**src/sv/tbp_pkg.sv**
```systemverilog
`timescale 1ns / 1ps
`default_nettype none

package tbp_pkg;

  // CORDIC iteration count and the width of the step index into the angle table
  localparam int CORDIC_STEPS_DEF = 16;
  localparam int IDX_W            = 5;

  // datapath widths
  localparam int CW     = 34;  // CORDIC x and y
  localparam int ZW     = 27;  // CORDIC angle accumulator
  localparam int DIV_W  = 36;  // divider dividend and quotient
  localparam int WW     = 40;  // headroom for dividend forming
  localparam int ANG_W  = 25;  // Q16.16 angle
  localparam int APW    = 26;  // angle plus gyro step
  localparam int RW     = 28;  // gyro rate
  localparam int EW     = 21;  // clamped error
  localparam int DW     = 29;  // derivative term
  localparam int IW     = 30;  // error integral
  localparam int AW     = 64;  // PID accumulator

  // fixed-point limits
  localparam int DEG180     = 11796480;
  localparam int DEADBAND_Q = 9830;
  localparam int ERR_MAX_Q  = 786432;
  localparam int INT_MAX_Q  = 335544320;
  localparam logic signed [AW-1:0] DRIVE_MAX = 64'sd999 <<< 32;
  localparam logic signed [AW-1:0] KICK      = 64'sd260 <<< 32;

  // register reset values
  localparam logic [15:0] PROP_GAIN_RST  = 16'd4608;
  localparam logic [15:0] INTEG_GAIN_RST = 16'd154;
  localparam logic [15:0] DERIV_GAIN_RST = 16'd307;

  typedef enum logic [2:0] {
    R_PROP, R_INTEG, R_DERIV, R_TARGET, R_AXB, R_AZB, R_GYB
  } reg_idx_t;

  typedef struct packed {
    logic        [15:0] prop_gain;
    logic        [15:0] integ_gain;
    logic        [15:0] deriv_gain;
    logic signed [24:0] target_angle;
    logic signed [15:0] accel_x_bias;
    logic signed [15:0] accel_z_bias;
    logic signed [25:0] gyro_bias;
  } cfg_t;

  typedef enum logic [3:0] {
    S_IDLE, S_PRE, S_ROT, S_FIX, S_DIV_GO, S_DIV_WAIT, S_ERR, S_MUL, S_SAT, S_FIN
  } state_t;

  typedef enum logic [3:0] {
    OP_NONE, OP_LOAD, OP_PRE, OP_ROT, OP_FIX, OP_DIV_START, OP_DIV_TAKE,
    OP_ERR, OP_MUL, OP_SAT, OP_FIN
  } op_t;

  typedef enum logic [2:0] {
    DS_RATE, DS_STEP, DS_FILT, DS_DECAY, DS_ADD
  } div_sel_t;

  typedef enum logic [1:0] {
    MS_P, MS_I, MS_D
  } mul_sel_t;

  typedef struct packed {
    op_t              op;
    div_sel_t         div_sel;
    mul_sel_t         mul_sel;
    logic [IDX_W-1:0] idx;
  } cmd_t;

  typedef struct packed {
    logic div_done;
    logic deadband;
    logic out_full;
  } status_t;

  // atan(2^-i) in degrees, Q16.16
  function automatic logic [21:0] atan_lut(input logic [IDX_W-1:0] i);
    logic [21:0] v;
    unique case (i)
      5'd0:  v = 22'd2949120;
      5'd1:  v = 22'd1740967;
      5'd2:  v = 22'd919879;
      5'd3:  v = 22'd466945;
      5'd4:  v = 22'd234379;
      5'd5:  v = 22'd117304;
      5'd6:  v = 22'd58666;
      5'd7:  v = 22'd29335;
      5'd8:  v = 22'd14668;
      5'd9:  v = 22'd7334;
      5'd10: v = 22'd3667;
      5'd11: v = 22'd1833;
      5'd12: v = 22'd917;
      5'd13: v = 22'd458;
      5'd14: v = 22'd229;
      5'd15: v = 22'd115;
      5'd16: v = 22'd57;
      5'd17: v = 22'd29;
      5'd18: v = 22'd14;
      5'd19: v = 22'd7;
      5'd20: v = 22'd4;
      5'd21: v = 22'd2;
      5'd22: v = 22'd1;
      default: v = 22'd0;
    endcase
    return v;
  endfunction

endpackage

`default_nettype wire

```
**src/sv/tbp_ctrl.sv**
```systemverilog
`timescale 1ns / 1ps
`default_nettype none

// Sequencer: CORDIC iterations, division passes, PID multiplies
module tbp_ctrl import tbp_pkg::*; #(
  parameter int CORDIC_STEPS = CORDIC_STEPS_DEF
) (
  input  wire logic    clk,
  input  wire logic    rst_n,
  input  wire logic    in_valid,
  output logic         in_ready,
  input  wire status_t status,
  output cmd_t         cmd
);

  state_t           state_r, state_nxt;
  logic [IDX_W-1:0] cnt_r, cnt_nxt;
  div_sel_t         dsel_r, dsel_nxt;

  always_ff @(posedge clk) begin
    if (!rst_n) begin
      state_r <= S_IDLE;
      cnt_r   <= '0;
      dsel_r  <= DS_RATE;
    end else begin
      state_r <= state_nxt;
      cnt_r   <= cnt_nxt;
      dsel_r  <= dsel_nxt;
    end
  end

  // next state
  always_comb begin
    state_nxt = state_r;
    cnt_nxt   = cnt_r;
    dsel_nxt  = dsel_r;
    unique case (state_r)
      S_IDLE: begin
        if (in_valid) begin
          state_nxt = S_PRE;
          cnt_nxt   = '0;
        end
      end
      S_PRE: state_nxt = S_ROT;
      S_ROT: begin
        if (cnt_r == IDX_W'(CORDIC_STEPS-1)) begin
          state_nxt = S_FIX;
          cnt_nxt   = '0;
        end else begin
          cnt_nxt = cnt_r + 1'b1;
        end
      end
      S_FIX: begin
        state_nxt = S_DIV_GO;
        dsel_nxt  = DS_RATE;
      end
      S_DIV_GO: state_nxt = S_DIV_WAIT;
      S_DIV_WAIT: begin
        if (status.div_done) begin
          unique case (dsel_r)
            DS_RATE: begin
              dsel_nxt  = DS_STEP;
              state_nxt = S_DIV_GO;
            end
            DS_STEP: begin
              dsel_nxt  = DS_FILT;
              state_nxt = S_DIV_GO;
            end
            DS_FILT: state_nxt = S_ERR;
            DS_DECAY: begin
              dsel_nxt  = DS_ADD;
              state_nxt = S_DIV_GO;
            end
            default: begin
              state_nxt = S_MUL;
              cnt_nxt   = '0;
            end
          endcase
        end
      end
      S_ERR: begin
        dsel_nxt  = status.deadband ? DS_DECAY : DS_ADD;
        state_nxt = S_DIV_GO;
      end
      S_MUL: begin
        if (cnt_r == IDX_W'(MS_D)) begin
          state_nxt = S_SAT;
        end else begin
          cnt_nxt = cnt_r + 1'b1;
        end
      end
      S_SAT: state_nxt = S_FIN;
      S_FIN: begin
        if (!status.out_full) begin
          state_nxt = S_IDLE;
        end
      end
      default: state_nxt = S_IDLE;
    endcase
  end

  // command outputs
  always_comb begin
    cmd.op      = OP_NONE;
    cmd.div_sel = dsel_r;
    cmd.mul_sel = mul_sel_t'(cnt_r[1:0]);
    cmd.idx     = cnt_r;
    in_ready    = 1'b0;
    unique case (state_r)
      S_IDLE: begin
        in_ready = 1'b1;
        if (in_valid) begin
          cmd.op = OP_LOAD;
        end
      end
      S_PRE:      cmd.op = OP_PRE;
      S_ROT:      cmd.op = OP_ROT;
      S_FIX:      cmd.op = OP_FIX;
      S_DIV_GO:   cmd.op = OP_DIV_START;
      S_DIV_WAIT: cmd.op = status.div_done ? OP_DIV_TAKE : OP_NONE;
      S_ERR:      cmd.op = OP_ERR;
      S_MUL:      cmd.op = OP_MUL;
      S_SAT:      cmd.op = OP_SAT;
      S_FIN:      cmd.op = status.out_full ? OP_NONE : OP_FIN;
      default:    cmd.op = OP_NONE;
    endcase
  end

endmodule

`default_nettype wire

```
**config.mk**
```make
export PLATFORM = sky130hd
export DESIGN_NAME = tbp_ctrl
export DESIGN_NICKNAME = d
export VERILOG_FILES = /design/src/sv/tbp_pkg.sv /design/src/sv/tbp_ctrl.sv
export SDC_FILE = /design/constraint.sdc
export NUM_CORES = 1
export LEC_CHECK = 0
export CAP_MARGIN = 20
export CORE_UTILIZATION = 60
export CTS_BUF_LIST = sky130_fd_sc_hd__clkbuf_8
export DETAILED_ROUTE_END_ITERATION = 8
export DONT_BUFFER_PORTS = 1
export PLACE_DENSITY = 0.78
export RECOVER_POWER = 25
export SLEW_MARGIN = 20
export SYNTH_ARGS = -nofsm -noshare
export SYNTH_HDL_FRONTEND = slang
export SYNTH_SLANG_ARGS = --single-unit
```
**constraint.sdc**
```tcl
create_clock -name clk -period 4.8 [get_ports clk]
set_input_delay 0.24 -clock clk [delete_from_list [all_inputs] [get_ports clk]]
set_output_delay 0.24 -clock clk [all_outputs]
set_load 0.1 [all_outputs]
```
==> impl_metrics.csv <==
group,metric,value,unit
floorplan,die_area,1950,µm²
synthesis,synth_seq_cells,12,
final_layout,layout-drive-gt1-share,14.1,%
synthesis,synth_cells,133,
synthesis,syn_area_per_cell,8.02,µm²
timing,tightest_slew,1.96,ns
synthesis,async_reset_ff_share,0,%
clock_network,cts_tree,"done",
hold_path,hold_end,"cnt_r[3]",
routing,drc,0,
synthesis,synth.cell_area,1070,µm²
clock_network,htreeDepth,1,
synthesis,synth_xor_area_share,0,%
synthesis,synth_seq_area_share,22.5,%
final_layout,n_fill_cell,133,
final_layout,final_util,69.8,%
place,place.port_buffers,0,
final_layout,antenna_cells,0,
setup_path,endpoint_kind,"register",
setup_path,critPathSlowestCell,"dfxtp_1",
clock_network,cts_buffer_depth,2,
setup_path,cp_max_fo,5,
clock_network,clkTransAtPathRegs,0.05,ns
clock_network,post_cts_buffers,0,
clock_network,root_buffer,"clkbuf_8",
synthesis,synth_top_family_by_area,"simple AND/OR/NAND/NOR gates",
floorplan,core_area,1580,µm²
setup_path,ff2ff_setup_slack,1.53,ns
timing,rsz0062_at_grt,"false",
floorplan,start_util,67.6,%
hold_path,whs_path_depth,1,
timing,setup_tns,0,ns
timing,hold_violations,0,
place,gp_congestion,0.801,
setup_path,path_class,"reg -> reg",
routing,vias,964,
global_routing,antenna_found_initial,0,
global_routing,grt_pass1_wl,3800,µm
clock_network,holdBufCountCts,0,
synthesis,yosys-mux-area-fraction,1.88,%
routing,wl,2280,µm
final_layout,syn2layout_area_growth,3.17,%
setup_path,r2r_start,"cnt_r[0]",
setup_path,required,4.92,ns
hold_path,hp-class,"in -> reg",
routing,drt_iter0_markers,34,
synthesis,synth_compound_area_share,26.4,%
floorplan,die_x,44.2,µm
timing,relSlewSlack,-31.1,%
synthesis,synth-edff-count,0,
setup_path,cp_data_arrival_time,3.39,ns
global_routing,grtUsageTotal,25.7,%
outcome,outcome,"finished with violations",
routing,wl_per_cell,15.8,µm
hold_path,holdCritStartpoint,"rst_n",
timing,post-route-min-period,3.27,ns
floorplan,io_pins,21,
place,post-dp-hpwl,1620,µm
setup_path,reg2reg_depth,6,
synthesis,dominantRegCellSynth,"dfxtp_1",
clock_network,cts_buffers,3,
floorplan,row_count,14,
outcome,violations,"capacitance limit, slew limit",
synthesis,syn-num-nets,143,
routing,first_pass_iters,4,
setup_path,timing.rr.end,"cnt_r[2]",
clock_network,cts_resized,0,
synthesis,ys_warn_count,0,
timing,setup_viol,0,
floorplan,die_h,44.2,µm
global_routing,grt_pass1_vias,865,
timing,fin_worst_skew,0.00545,ns
synthesis,synth.distinct_cells,48,
timing,slew_viol_final,4,
setup_path,slowest_delay,1.65,ns
global_routing,grt_start_max_net_pins,24,
flow_run,cap_violations,1,
clock_network,clock_sinks,12,
routing,ant_nets,0,
global_routing,gr-total-overflow,0,
synthesis,synthSimpleGateAreaFrac,33.2,%
setup_path,start_kind,"register",
final_layout,nets,139,
routing,vias_per_cell,6.69,
clock_network,clk_latency,0.23,ns
synthesis,synthAdderAreaFrac,4.69,%
timing,max_freq,306,MHz
setup_path,path_cells,"inv_1 -> ha_1 -> nor4b_4 -> a211oi_1 -> o21ai_2 -> a31o_1",
setup_path,crit_start,"cnt_r[0]",
timing,fin_crit_sh,68.2,%
==> worst max path at each step <==
| stage | slack (ns) | depth (start not counted) | end |
|---|---|---|---|
| floorplan | 0.99 | 3 | in_ready |
| finish | 1.53 | 6 | cnt_r[2] |
| global route | 1.39 | 7 | state_r[0] |
| CTS | 2.20 | 3 | cmd[12] |
| global placement | 2.35 | 6 | cnt_r[3] |
| detailed placement | 2.25 | 7 | state_r[0] |
==> area by class of cell <==
class	count	area (µm²)	share of cell area [%]
inverters	8	30.0	2.73
well taps	16	20.0	1.82
repair buffers	2	28.8	2.62
clock buffers	4	55.1	5.01
multi-input cells	102	724	65.9
flip-flops and latches	12	241	22.0
==> metal layers <==
layer	global-route usage [%]	wire, µm
met4	8.48	8
met2	41.5	1130
met1	33.8	977
met3	6.12	167
met5	0	0
==> logic make-up (layout without fill, tap and decap cells) <==
kind of cell               count (synthesis)  count (layout)
adders and majority gates                  4               4
DFF                                       12              12
muxes                                      2               2
and+or+nand+nor                           61              61
AOI/OAI and AO/OA                         35              35
buffers and inverters                     19              14
==> layout by cell type, fill, tap and decap left out, types with 2 or more instances in the layout <==
| cell | netlist | routed |
|---|---|---|
| inv_1 | 8 | 8 |
| nand2_1 | 13 | 13 |
| mux2i_1 | 2 | 2 |
| o2111ai_1 | 2 | 2 |
| nand4bb_1 | 2 | 2 |
| a21oi_1 | 9 | 8 |
| nor2_1 | 9 | 8 |
| nand2b_1 | 5 | 5 |
| dfxtp_1 | 12 | 11 |
| nor3_1 | 9 | 9 |
| nor4_1 | 3 | 2 |
| clkbuf_8 | 0 | 4 |
| o22ai_1 | 3 | 3 |
| a31o_1 | 2 | 2 |
| o2bb2ai_1 | 3 | 2 |
| ha_1 | 4 | 4 |
| nand3_1 | 3 | 3 |
| o211ai_1 | 2 | 2 |
| nor2b_1 | 5 | 5 |
==> critical path, delay by kind of cell, from the launching register on <==
family | cells | cell delay [ns]
buffers and inverters | 1 | 0.28
AO/OA/AOI/OAI | 3 | 0.76
adder cells (fa/ha/maj) | 1 | 0.32
AND/OR/NAND/NOR | 1 | 0.15
flip-flops | 1 | 1.65
==> cell usage after synthesis, types with 2 or more instances <==
| master | count | area [µm²] |
|---|---|---|
| nand4bb_1 | 2 | 22.5 |
| nor3_1 | 9 | 45.0 |
| ha_1 | 4 | 50.1 |
| a21oi_1 | 9 | 45.0 |
| nor2_1 | 9 | 33.8 |
| o211ai_1 | 2 | 15.0 |
| a31o_1 | 2 | 17.5 |
| nand3_1 | 3 | 15.0 |
| nor4_1 | 3 | 18.8 |
| buf_6 | 5 | 56.3 |
| dfxtp_1 | 12 | 240 |
| buf_2 | 3 | 15.0 |
| nand2b_1 | 5 | 31.3 |
| buf_4 | 2 | 15.0 |
| nand2_1 | 13 | 48.8 |
| o22ai_1 | 3 | 18.8 |
| inv_1 | 8 | 30.0 |
| nor2b_1 | 5 | 31.3 |
| o2111ai_1 | 2 | 17.5 |
| mux2i_1 | 2 | 20.0 |
| o2bb2ai_1 | 3 | 26.3 |
==> sequential cells by signal, indices dropped and copies added (netlist names) <==
signal and cells:
cnt_r 5, dsel_r 3, state_r 4
==> through the flow <==
stage / area [µm²] / setup WS [ns] / cells / hold slack (ns)
2_1_floorplan: 1070 / 0.992 / 133 / 0.441
3_3_place_gp: 1050 / 2.35 / 140 / 0.387
3_5_place_dp: 1050 / 2.25 / 140 / 0.389
4_1_cts: 1100 / 2.20 / 144 / 0.151
5_1_grt: 1100 / 1.39 / 144 / 0.153
6_report: 1100 / 1.53 / 144 / 0.154
Power is left out: the tool's default activity adds up to more than one toggle a clock period on the data nets, which glitch-free logic cannot reach.
